### src/hw/rtl/saq_pkg.sv
// Shared types and constants for the sorted alarm queue.
package saq_pkg;

  // Result status codes
  localparam logic [1:0] ST_OK    = 2'd0;
  localparam logic [1:0] ST_FULL  = 2'd1;
  localparam logic [1:0] ST_EMPTY = 2'd2;

  // Input mode codes
  localparam logic MODE_INSERT = 1'b0;
  localparam logic MODE_POP    = 1'b1;

  // Per-cell control from the queue controller
  typedef struct packed {
    logic ins_en;  // an insert lands in the row this cycle
    logic occ;     // this slot holds a stored entry
  } cell_ctl_t;

  // Per-cell status handed to the right neighbor and the controller
  typedef struct packed {
    logic take;    // new value belongs at or before this slot
  } cell_stat_t;

endpackage

### src/hw/rtl/saq_if.sv
// Handshake channel interfaces for the input and result words.
interface saq_in_if #(
  parameter int VALUE_WIDTH = 24
) ();
  logic                   valid;
  logic                   ready;
  logic                   mode;
  logic [VALUE_WIDTH-1:0] value;

  modport source (output valid, mode, value, input ready);
  modport sink   (input valid, mode, value, output ready);
endinterface

interface saq_out_if #(
  parameter int VALUE_WIDTH = 24,
  parameter int SLOT_WIDTH  = 4,
  parameter int COUNT_WIDTH = 4
) ();
  logic                   valid;
  logic                   ready;
  logic [1:0]             status;
  logic [VALUE_WIDTH-1:0] popped_value;
  logic [SLOT_WIDTH-1:0]  insert_slot;
  logic [COUNT_WIDTH-1:0] entry_count;

  modport source (output valid, status, popped_value, insert_slot, entry_count, input ready);
  modport sink   (input valid, status, popped_value, insert_slot, entry_count, output ready);
endinterface

### src/hw/rtl/saq_cell.sv
// One slot of the sorted row: compare against the new value and shift right.
module saq_cell #(
  parameter int VALUE_WIDTH = 24
) (
  input  logic                   clk,
  input  saq_pkg::cell_ctl_t     ctl,
  input  logic [VALUE_WIDTH-1:0] new_value,
  input  saq_pkg::cell_stat_t    left_stat,
  input  logic [VALUE_WIDTH-1:0] left_entry,
  output saq_pkg::cell_stat_t    stat,
  output logic [VALUE_WIDTH-1:0] entry
);

  logic [VALUE_WIDTH-1:0] entry_r;
  logic [VALUE_WIDTH-1:0] entry_nxt;

  // Empty slots and strictly smaller entries sit behind the new value
  assign stat.take = !ctl.occ || (new_value > entry_r);
  assign entry     = entry_r;

  always_comb begin
    entry_nxt = entry_r;
    if (ctl.ins_en && stat.take) begin
      // Boundary slot takes the new value, later slots take the left neighbor
      entry_nxt = left_stat.take ? left_entry : new_value;
    end
  end

  always_ff @(posedge clk) begin
    entry_r <= entry_nxt;
  end

endmodule

### src/hw/rtl/saq_obuf.sv
// Result register with a skid stage so input and output stalls are decoupled.
module saq_obuf #(
  parameter int WIDTH = 34
) (
  input  logic             clk,
  input  logic             rst_n,
  input  logic             in_valid,
  output logic             in_ready,
  input  logic [WIDTH-1:0] in_data,
  output logic             out_valid,
  input  logic             out_ready,
  output logic [WIDTH-1:0] out_data
);

  logic             out_v_r, out_v_nxt;
  logic             skid_v_r, skid_v_nxt;
  logic [WIDTH-1:0] out_d_r, out_d_nxt;
  logic [WIDTH-1:0] skid_d_r, skid_d_nxt;
  logic             acc;
  logic             drain;

  assign in_ready  = !skid_v_r;
  assign acc       = in_valid && in_ready;
  assign drain     = out_v_r && out_ready;
  assign out_valid = out_v_r;
  assign out_data  = out_d_r;

  always_comb begin
    out_v_nxt  = out_v_r;
    out_d_nxt  = out_d_r;
    skid_v_nxt = skid_v_r;
    skid_d_nxt = skid_d_r;
    if (!out_v_r || drain) begin
      if (skid_v_r) begin
        out_v_nxt  = 1'b1;
        out_d_nxt  = skid_d_r;
        skid_v_nxt = 1'b0;
      end else if (acc) begin
        out_v_nxt = 1'b1;
        out_d_nxt = in_data;
      end else begin
        out_v_nxt = 1'b0;
      end
    end else if (acc) begin
      // Output stalled: park the word in the skid stage
      skid_v_nxt = 1'b1;
      skid_d_nxt = in_data;
    end
  end

  always_ff @(posedge clk) begin
    if (!rst_n) begin
      out_v_r  <= 1'b0;
      skid_v_r <= 1'b0;
    end else begin
      out_v_r  <= out_v_nxt;
      skid_v_r <= skid_v_nxt;
    end
  end

  always_ff @(posedge clk) begin
    out_d_r  <= out_d_nxt;
    skid_d_r <= skid_d_nxt;
  end

endmodule

### src/hw/rtl/sorted_alarm_queue_top.sv
// Top level of the sorted alarm queue: controller, row of cells and result buffer.
//
//   channel   | role   | word contents
//   ----------+--------+-----------------------------------------------------
//   in_chan   | sink   | mode (0 insert, 1 pop), value
//   out_chan  | source | status, popped_value, insert_slot, entry_count
//
// One word is taken per cycle while the buffer accepts; its result is registered
// in the output register, or in the skid stage while the output is stalled. The
// row of cells compares combinationally, so only registered state links consecutive words.
// A two-deep result buffer keeps accepting while one result waits; input
// stalls only when both buffer stages are full.
// Synchronous active-low reset clears the count and the buffer valids; the
// cell contents are left as they are and read only below the count.
module sorted_alarm_queue_top #(
  parameter int DEPTH       = 10,
  parameter int VALUE_WIDTH = 24
) (
  input  logic       clk,
  input  logic       rst_n,
  saq_in_if.sink     in_chan,
  saq_out_if.source  out_chan
);

  localparam int SW = $clog2(DEPTH);
  localparam int CW = $clog2(DEPTH + 1);
  localparam int RW = 2 + VALUE_WIDTH + SW + CW;

  logic [CW-1:0] count_r, count_nxt;

  logic                     acc;
  logic                     is_full;
  logic                     is_empty;
  logic                     ins_ok;
  logic                     buf_ready;

  logic [DEPTH:0]           occ;        // occ[DEPTH] is a constant zero guard
  saq_pkg::cell_ctl_t       ctl   [DEPTH];
  saq_pkg::cell_stat_t      stat  [DEPTH];
  logic [VALUE_WIDTH-1:0]   entry [DEPTH];
  saq_pkg::cell_stat_t      left_stat  [DEPTH];
  logic [VALUE_WIDTH-1:0]   left_entry [DEPTH];

  logic [1:0]               res_status;
  logic [VALUE_WIDTH-1:0]   res_popped;
  logic [SW-1:0]            res_slot;
  logic [VALUE_WIDTH-1:0]   tail_value;
  logic [SW-1:0]            ins_slot;
  logic [RW-1:0]            res_word;
  logic [RW-1:0]            out_word;

  assign in_chan.ready = buf_ready;
  assign acc      = in_chan.valid && buf_ready;
  assign is_full  = (count_r == CW'(DEPTH));
  assign is_empty = (count_r == '0);
  assign ins_ok   = acc && (in_chan.mode == saq_pkg::MODE_INSERT) && !is_full;

  // Occupancy thermometer from the count
  assign occ[DEPTH] = 1'b0;

  genvar gi;
  generate
    for (gi = 0; gi < DEPTH; gi++) begin : g_cell
      assign occ[gi]        = (CW'(gi) < count_r);
      assign ctl[gi].ins_en = ins_ok;
      assign ctl[gi].occ    = occ[gi];

      if (gi == 0) begin : g_head
        assign left_stat[gi].take = 1'b0;
        assign left_entry[gi]     = in_chan.value;
      end else begin : g_link
        assign left_stat[gi]  = stat[gi-1];
        assign left_entry[gi] = entry[gi-1];
      end

      saq_cell #(
        .VALUE_WIDTH(VALUE_WIDTH)
      ) u_cell (
        .clk        (clk),
        .ctl        (ctl[gi]),
        .new_value  (in_chan.value),
        .left_stat  (left_stat[gi]),
        .left_entry (left_entry[gi]),
        .stat       (stat[gi]),
        .entry      (entry[gi])
      );
    end
  endgenerate

  // Landing slot is where take first goes high; tail is the last occupied
  // slot. Each marks at most one slot of the row, so OR-reduce them.
  always_comb begin
    ins_slot   = '0;
    tail_value = '0;
    for (int i = 0; i < DEPTH; i++) begin
      if (stat[i].take && !left_stat[i].take) begin
        ins_slot = ins_slot | SW'(i);
      end
      if (occ[i] && !occ[i+1]) begin
        tail_value = tail_value | entry[i];
      end
    end
  end

  // Build the result word and the next count
  always_comb begin
    res_status = saq_pkg::ST_OK;
    res_popped = '0;
    res_slot   = '0;
    count_nxt  = count_r;
    if (in_chan.mode == saq_pkg::MODE_INSERT) begin
      if (is_full) begin
        res_status = saq_pkg::ST_FULL;
      end else begin
        res_slot  = ins_slot;
        count_nxt = count_r + CW'(1);
      end
    end else begin
      if (is_empty) begin
        res_status = saq_pkg::ST_EMPTY;
      end else begin
        res_popped = tail_value;
        count_nxt  = count_r - CW'(1);
      end
    end
  end

  assign res_word = {res_status, res_popped, res_slot, count_nxt};

  always_ff @(posedge clk) begin
    if (!rst_n) begin
      count_r <= '0;
    end else if (acc) begin
      count_r <= count_nxt;
    end
  end

  saq_obuf #(
    .WIDTH(RW)
  ) u_obuf (
    .clk       (clk),
    .rst_n     (rst_n),
    .in_valid  (in_chan.valid),
    .in_ready  (buf_ready),
    .in_data   (res_word),
    .out_valid (out_chan.valid),
    .out_ready (out_chan.ready),
    .out_data  (out_word)
  );

  assign out_chan.status       = out_word[RW-1 -: 2];
  assign out_chan.popped_value = out_word[RW-3 -: VALUE_WIDTH];
  assign out_chan.insert_slot  = out_word[CW +: SW];
  assign out_chan.entry_count  = out_word[CW-1:0];

endmodule

### src/flat_wrapper.sv
// flat-port wrapper written by rule: the top's interface ports become plain ports
module sorted_alarm_queue_top_flat 
#(
  parameter int DEPTH       = 10,
  parameter int VALUE_WIDTH = 24
)
  (clk, rst_n, in_chan_valid, in_chan_mode, in_chan_value, in_chan_ready, out_chan_valid, out_chan_status, out_chan_popped_value, out_chan_insert_slot, out_chan_entry_count, out_chan_ready);
  saq_in_if #(.VALUE_WIDTH(VALUE_WIDTH)) in_chan_i ();
  saq_out_if #(.VALUE_WIDTH(VALUE_WIDTH)) out_chan_i ();
  input  logic clk;
  input  logic rst_n;
  input wire logic [$bits(in_chan_i.valid)-1:0] in_chan_valid;
  input wire logic [$bits(in_chan_i.mode)-1:0] in_chan_mode;
  input wire logic [$bits(in_chan_i.value)-1:0] in_chan_value;
  output wire logic [$bits(in_chan_i.ready)-1:0] in_chan_ready;
  output wire logic [$bits(out_chan_i.valid)-1:0] out_chan_valid;
  output wire logic [$bits(out_chan_i.status)-1:0] out_chan_status;
  output wire logic [$bits(out_chan_i.popped_value)-1:0] out_chan_popped_value;
  output wire logic [$bits(out_chan_i.insert_slot)-1:0] out_chan_insert_slot;
  output wire logic [$bits(out_chan_i.entry_count)-1:0] out_chan_entry_count;
  input wire logic [$bits(out_chan_i.ready)-1:0] out_chan_ready;
  assign in_chan_i.valid = in_chan_valid;
  assign in_chan_i.mode = in_chan_mode;
  assign in_chan_i.value = in_chan_value;
  assign in_chan_ready = in_chan_i.ready;
  assign out_chan_valid = out_chan_i.valid;
  assign out_chan_status = out_chan_i.status;
  assign out_chan_popped_value = out_chan_i.popped_value;
  assign out_chan_insert_slot = out_chan_i.insert_slot;
  assign out_chan_entry_count = out_chan_i.entry_count;
  assign out_chan_i.ready = out_chan_ready;
  sorted_alarm_queue_top #(.DEPTH(DEPTH), .VALUE_WIDTH(VALUE_WIDTH)) u_core (.clk(clk), .rst_n(rst_n), .in_chan(in_chan_i), .out_chan(out_chan_i));
endmodule
### config.mk
export PLATFORM = sky130hd
export DESIGN_NAME = sorted_alarm_queue_top_flat
export DESIGN_NICKNAME = d
export VERILOG_FILES = /design/src/hw/rtl/saq_pkg.sv /design/src/hw/rtl/saq_if.sv /design/src/hw/rtl/saq_cell.sv /design/src/hw/rtl/saq_obuf.sv /design/src/hw/rtl/sorted_alarm_queue_top.sv /design/src/flat_wrapper.sv
export SDC_FILE = /design/constraint.sdc
export NUM_CORES = 1
export LEC_CHECK = 0
export BUFFER_PORTS_ARGS = -buffer_cell sky130_fd_sc_hd__buf_2
export CAP_MARGIN = 20
export CORE_ASPECT_RATIO = 0.6
export CORE_MARGIN = 4
export CORE_UTILIZATION = 55
export CTS_CLUSTER_DIAMETER = 120
export DETAILED_ROUTE_END_ITERATION = 7
export MAX_ROUTING_LAYER = met4
export PLACE_DENSITY = 0.72
export SKIP_CTS_REPAIR_TIMING = 1
export SYNTH_ARGS = -nofsm -noshare
export SYNTH_HDL_FRONTEND = slang
export SYNTH_SLANG_ARGS = --single-unit
### constraint.sdc
create_clock -name clk -period 6.4 [get_ports clk]
set_clock_uncertainty 0.2 [all_clocks]
set_input_delay 1.28 -clock clk [delete_from_list [all_inputs] [get_ports clk]]
set_output_delay 1.28 -clock clk [all_outputs]
set_load 0.1 [all_outputs]
==> out/results.txt <==
max-cap violation count = 0
Layout fillers = 2909
Final Util = 62.1%
Syn Std Cell Area = 20100 um2
Clock Path Buffers = 3
nets = 2278
Syn Inst Count = 1984
worst path cell trace = buf_2 -> ha_1 -> nand3_1 -> nor4_1 -> nor3b_1 -> o31ai_1 -> nand3_4 -> inv_1 -> nor2_2 -> buf_4
final setup fails = 0
fin crit share = 72.4%
Die Span Y = 156 um
ys flop type = edfxtp_1
final WL = 68500 um
Pwr Total = 0.00597 W
Critical Path RT = 6470 ps
share of cells above drive strength 1 = 11.2%
post-layout min period = 4640 ps
# IOs = 65
Synth cell types = 75
CTS HTree Levels = 1
syn nets = 2257
final-report max-slew violation count = 0
chip width = 255 um
FF/Latch Area = 9370 um2
setup_tns = 0 ps
row count = 53
WL per Instance = 27.4 um
slowest CP cell = nor4_1
CTS root buf = clkbuf_16
die area = 39800 um2
FF+latch count, synth = 314
total gr overflow = 0
Avg Inst Size Synth = 10.2 um2
# port buffers = 64
routed via count = 16600
largest net degree at the start of global routing = 61
starting density of the core = 56.7%
worst slew pin tran = 1180 ps
post-route ant nets = 0
type of the worst setup path = primary input to flop
status = finished, violations left
area of the multi-input gates = 9460 um2
Buf+Inv Stages, Crit Path = 3
core box area = 35500 um2
Post-synth EDFFs = 308
cts bufs inserted = 30
most common cell after layout, fill and taps aside = edfxtp_1
P_leak = 8.89 nW
CP arrival = 4710 ps
most frequent cells in the layout = edfxtp_1 (308), nand2_1 (278), ha_1 (244)
first-pass GRT wire length = 101000 um
number of remaining DRC errors = 2
clk_lat worst skew = 600 ps
sequential fraction of the synthesis area = 46.5%
max_slew headroom = 21.1%
vias in the first global route = 15700
fmax = 216 MHz
RD Place Congestion = 0.991
PwrDens = 271 nW/um2
Iter 0 DRT Violations = 2803
failing checks = design-rule violations
Crit path largest cell delay = 630 ps
cell family with most CP delay = simple AND/OR/NAND/NOR gates
TritonCTS clock tree = built
VDD IR max = 0.194 mV
RSZ-0062 raised after global routing = false
synthesis-to-layout area growth = 9.59%
Worst Setup Start Kind = primary input
Hold Violations, Final = 0
clock slew at reported path FFs = 60 ps
Synth warnings = 0
global-route usage over all layers = 35.2%
Max FO, Critical Path = 28
ys async rst share = 0%
CP Capture Type = flop
TritonCTS sink count = 314
DR vias/cell = 6.63
hold crit path type = flop to flop
Post-DP HPWL = 49000 um
antenna violations before repair = 0
1st-pass router iterations = 8
per-layer routing:
metal  vias up  routed length [um]  GRT usage, %
met5         -                   0             -
met4         0                2370          10.5
met3       143               11200          11.2
met2      1255               27000          47.0
met1      7816               28000          51.2
li1       7347                   -             -
Yosys cell counts, types with 3 or more instances:
master      n  area (um2)
a211oi_1   10        75.1
a21boi_0    8        60.1
a21o_1     16         120
a21oi_1    97         485
a221oi_1   25         219
a222oi_1   48         480
a22o_1     24         210
a22oi_1     3        22.5
a31oi_1     4        25.0
and3_1     27         169
and4_1      3        26.3
buf_2      27         135
buf_4      11        82.6
buf_6       5        56.3
clkbuf_1   65         244
dfxtp_1     6         120
edfxtp_1  308        9250
ha_1      244        3050
inv_1     238         893
mux2_2     33         372
mux2i_1     5        50.1
nand2_1   278        1040
nand2b_1    5        31.3
nand3_1    26         130
nand4_1    41         257
nor2_1     63         236
nor2b_1    18         113
nor3_1      9        45.0
nor3b_1     3        22.5
nor3b_2     3        37.5
nor4_1      8        50.1
o211ai_1   13        97.6
o21a_1      6        45.0
o21ai_0   209        1050
o21ai_1     7        35.0
o21ai_2     5        43.8
o31ai_1    28         210
state kept, by name, summed over array words and instances (netlist names):
register                    flops
u_core.u_obuf.out_valid         1
u_core.g_cell.u_cell.entry    240
u_core.u_obuf.skid_v_r          1
u_core.u_obuf.out_data         34
u_core.count_r                  4
u_core.u_obuf.skid_d_r         34
worst reg2reg max path, delay by kind of cell (launching register included):
| family | cells | cell delay [ps] |
|---|---|---|
| and+or+nand+nor | 5 | 2090 |
| DFF | 1 | 520 |
| adders and majority gates | 1 | 320 |
| AOI/OAI and AO/OA | 1 | 160 |
| buffers and inverters | 3 | 580 |
cell families (layout without fill, tap and decap cells):
group	Yosys count	count (layout)	share of synthesized area, %
other	0	2	0
adder cells (fa/ha/maj)	244	244	15.2
buffers and inverters	349	394	7.07
multiplexers	40	40	2.21
XOR/XNOR	1	1	0.0435
flip-flops	314	314	46.5
AO/OA/AOI/OAI	528	528	17.1
AND/OR/NAND/NOR	508	508	11.9
power by group:
group | leakage, nW | switching [W] | internal, W
Clock | 0.531 | 0.000848 | 0.00120
Combinational | 5.42 | 0.000960 | 0.000390
Sequential | 2.94 | 0.000105 | 0.00247
metrics by stage:
step	hold WS, ps	cell area (um2)	std cells	setup WS (ps)
after global placement	307	20900	2436	1090
after global routing	345	22100	2496	1610
final	324	22100	2498	1760
after CTS	327	22000	2494	1890
after detailed placement	310	20900	2438	1320
after floorplan	287	20100	1984	2000
path summary, 6_finish.rpt:
path / from / end / slack, ps / cells past startpoint
worst max-delay path: in_chan_value[20] / u_core.g_cell[2].u_cell.entry[15]$_DFFE_PP_ / 1760 / 10
worst min register to register: u_core.u_obuf.skid_d_r[30]$_DFFE_PP_ / u_core.u_obuf.out_data[30]$_DFFE_PP_ / 320 / 2
worst max register to register: u_core.g_cell[2].u_cell.entry[20]$_DFFE_PP_ / u_core.g_cell[2].u_cell.entry[15]$_DFFE_PP_ / 2200 / 10
worst min-delay path: u_core.u_obuf.skid_d_r[30]$_DFFE_PP_ / u_core.u_obuf.out_data[30]$_DFFE_PP_ / 320 / 2
layout make-up:
type                    instances  share of cell area, %
multi-input cells            1321                   42.9
well taps                     467                   2.65
inverters                     240                   4.08
clock buffers                  38                   3.77
flip-flops and latches        314                   42.5
clock inverters                18                   1.24
diodes                          2                 0.0227
repair buffers                 98                   2.94
Note: power is estimated with default switching activity, not from simulation.
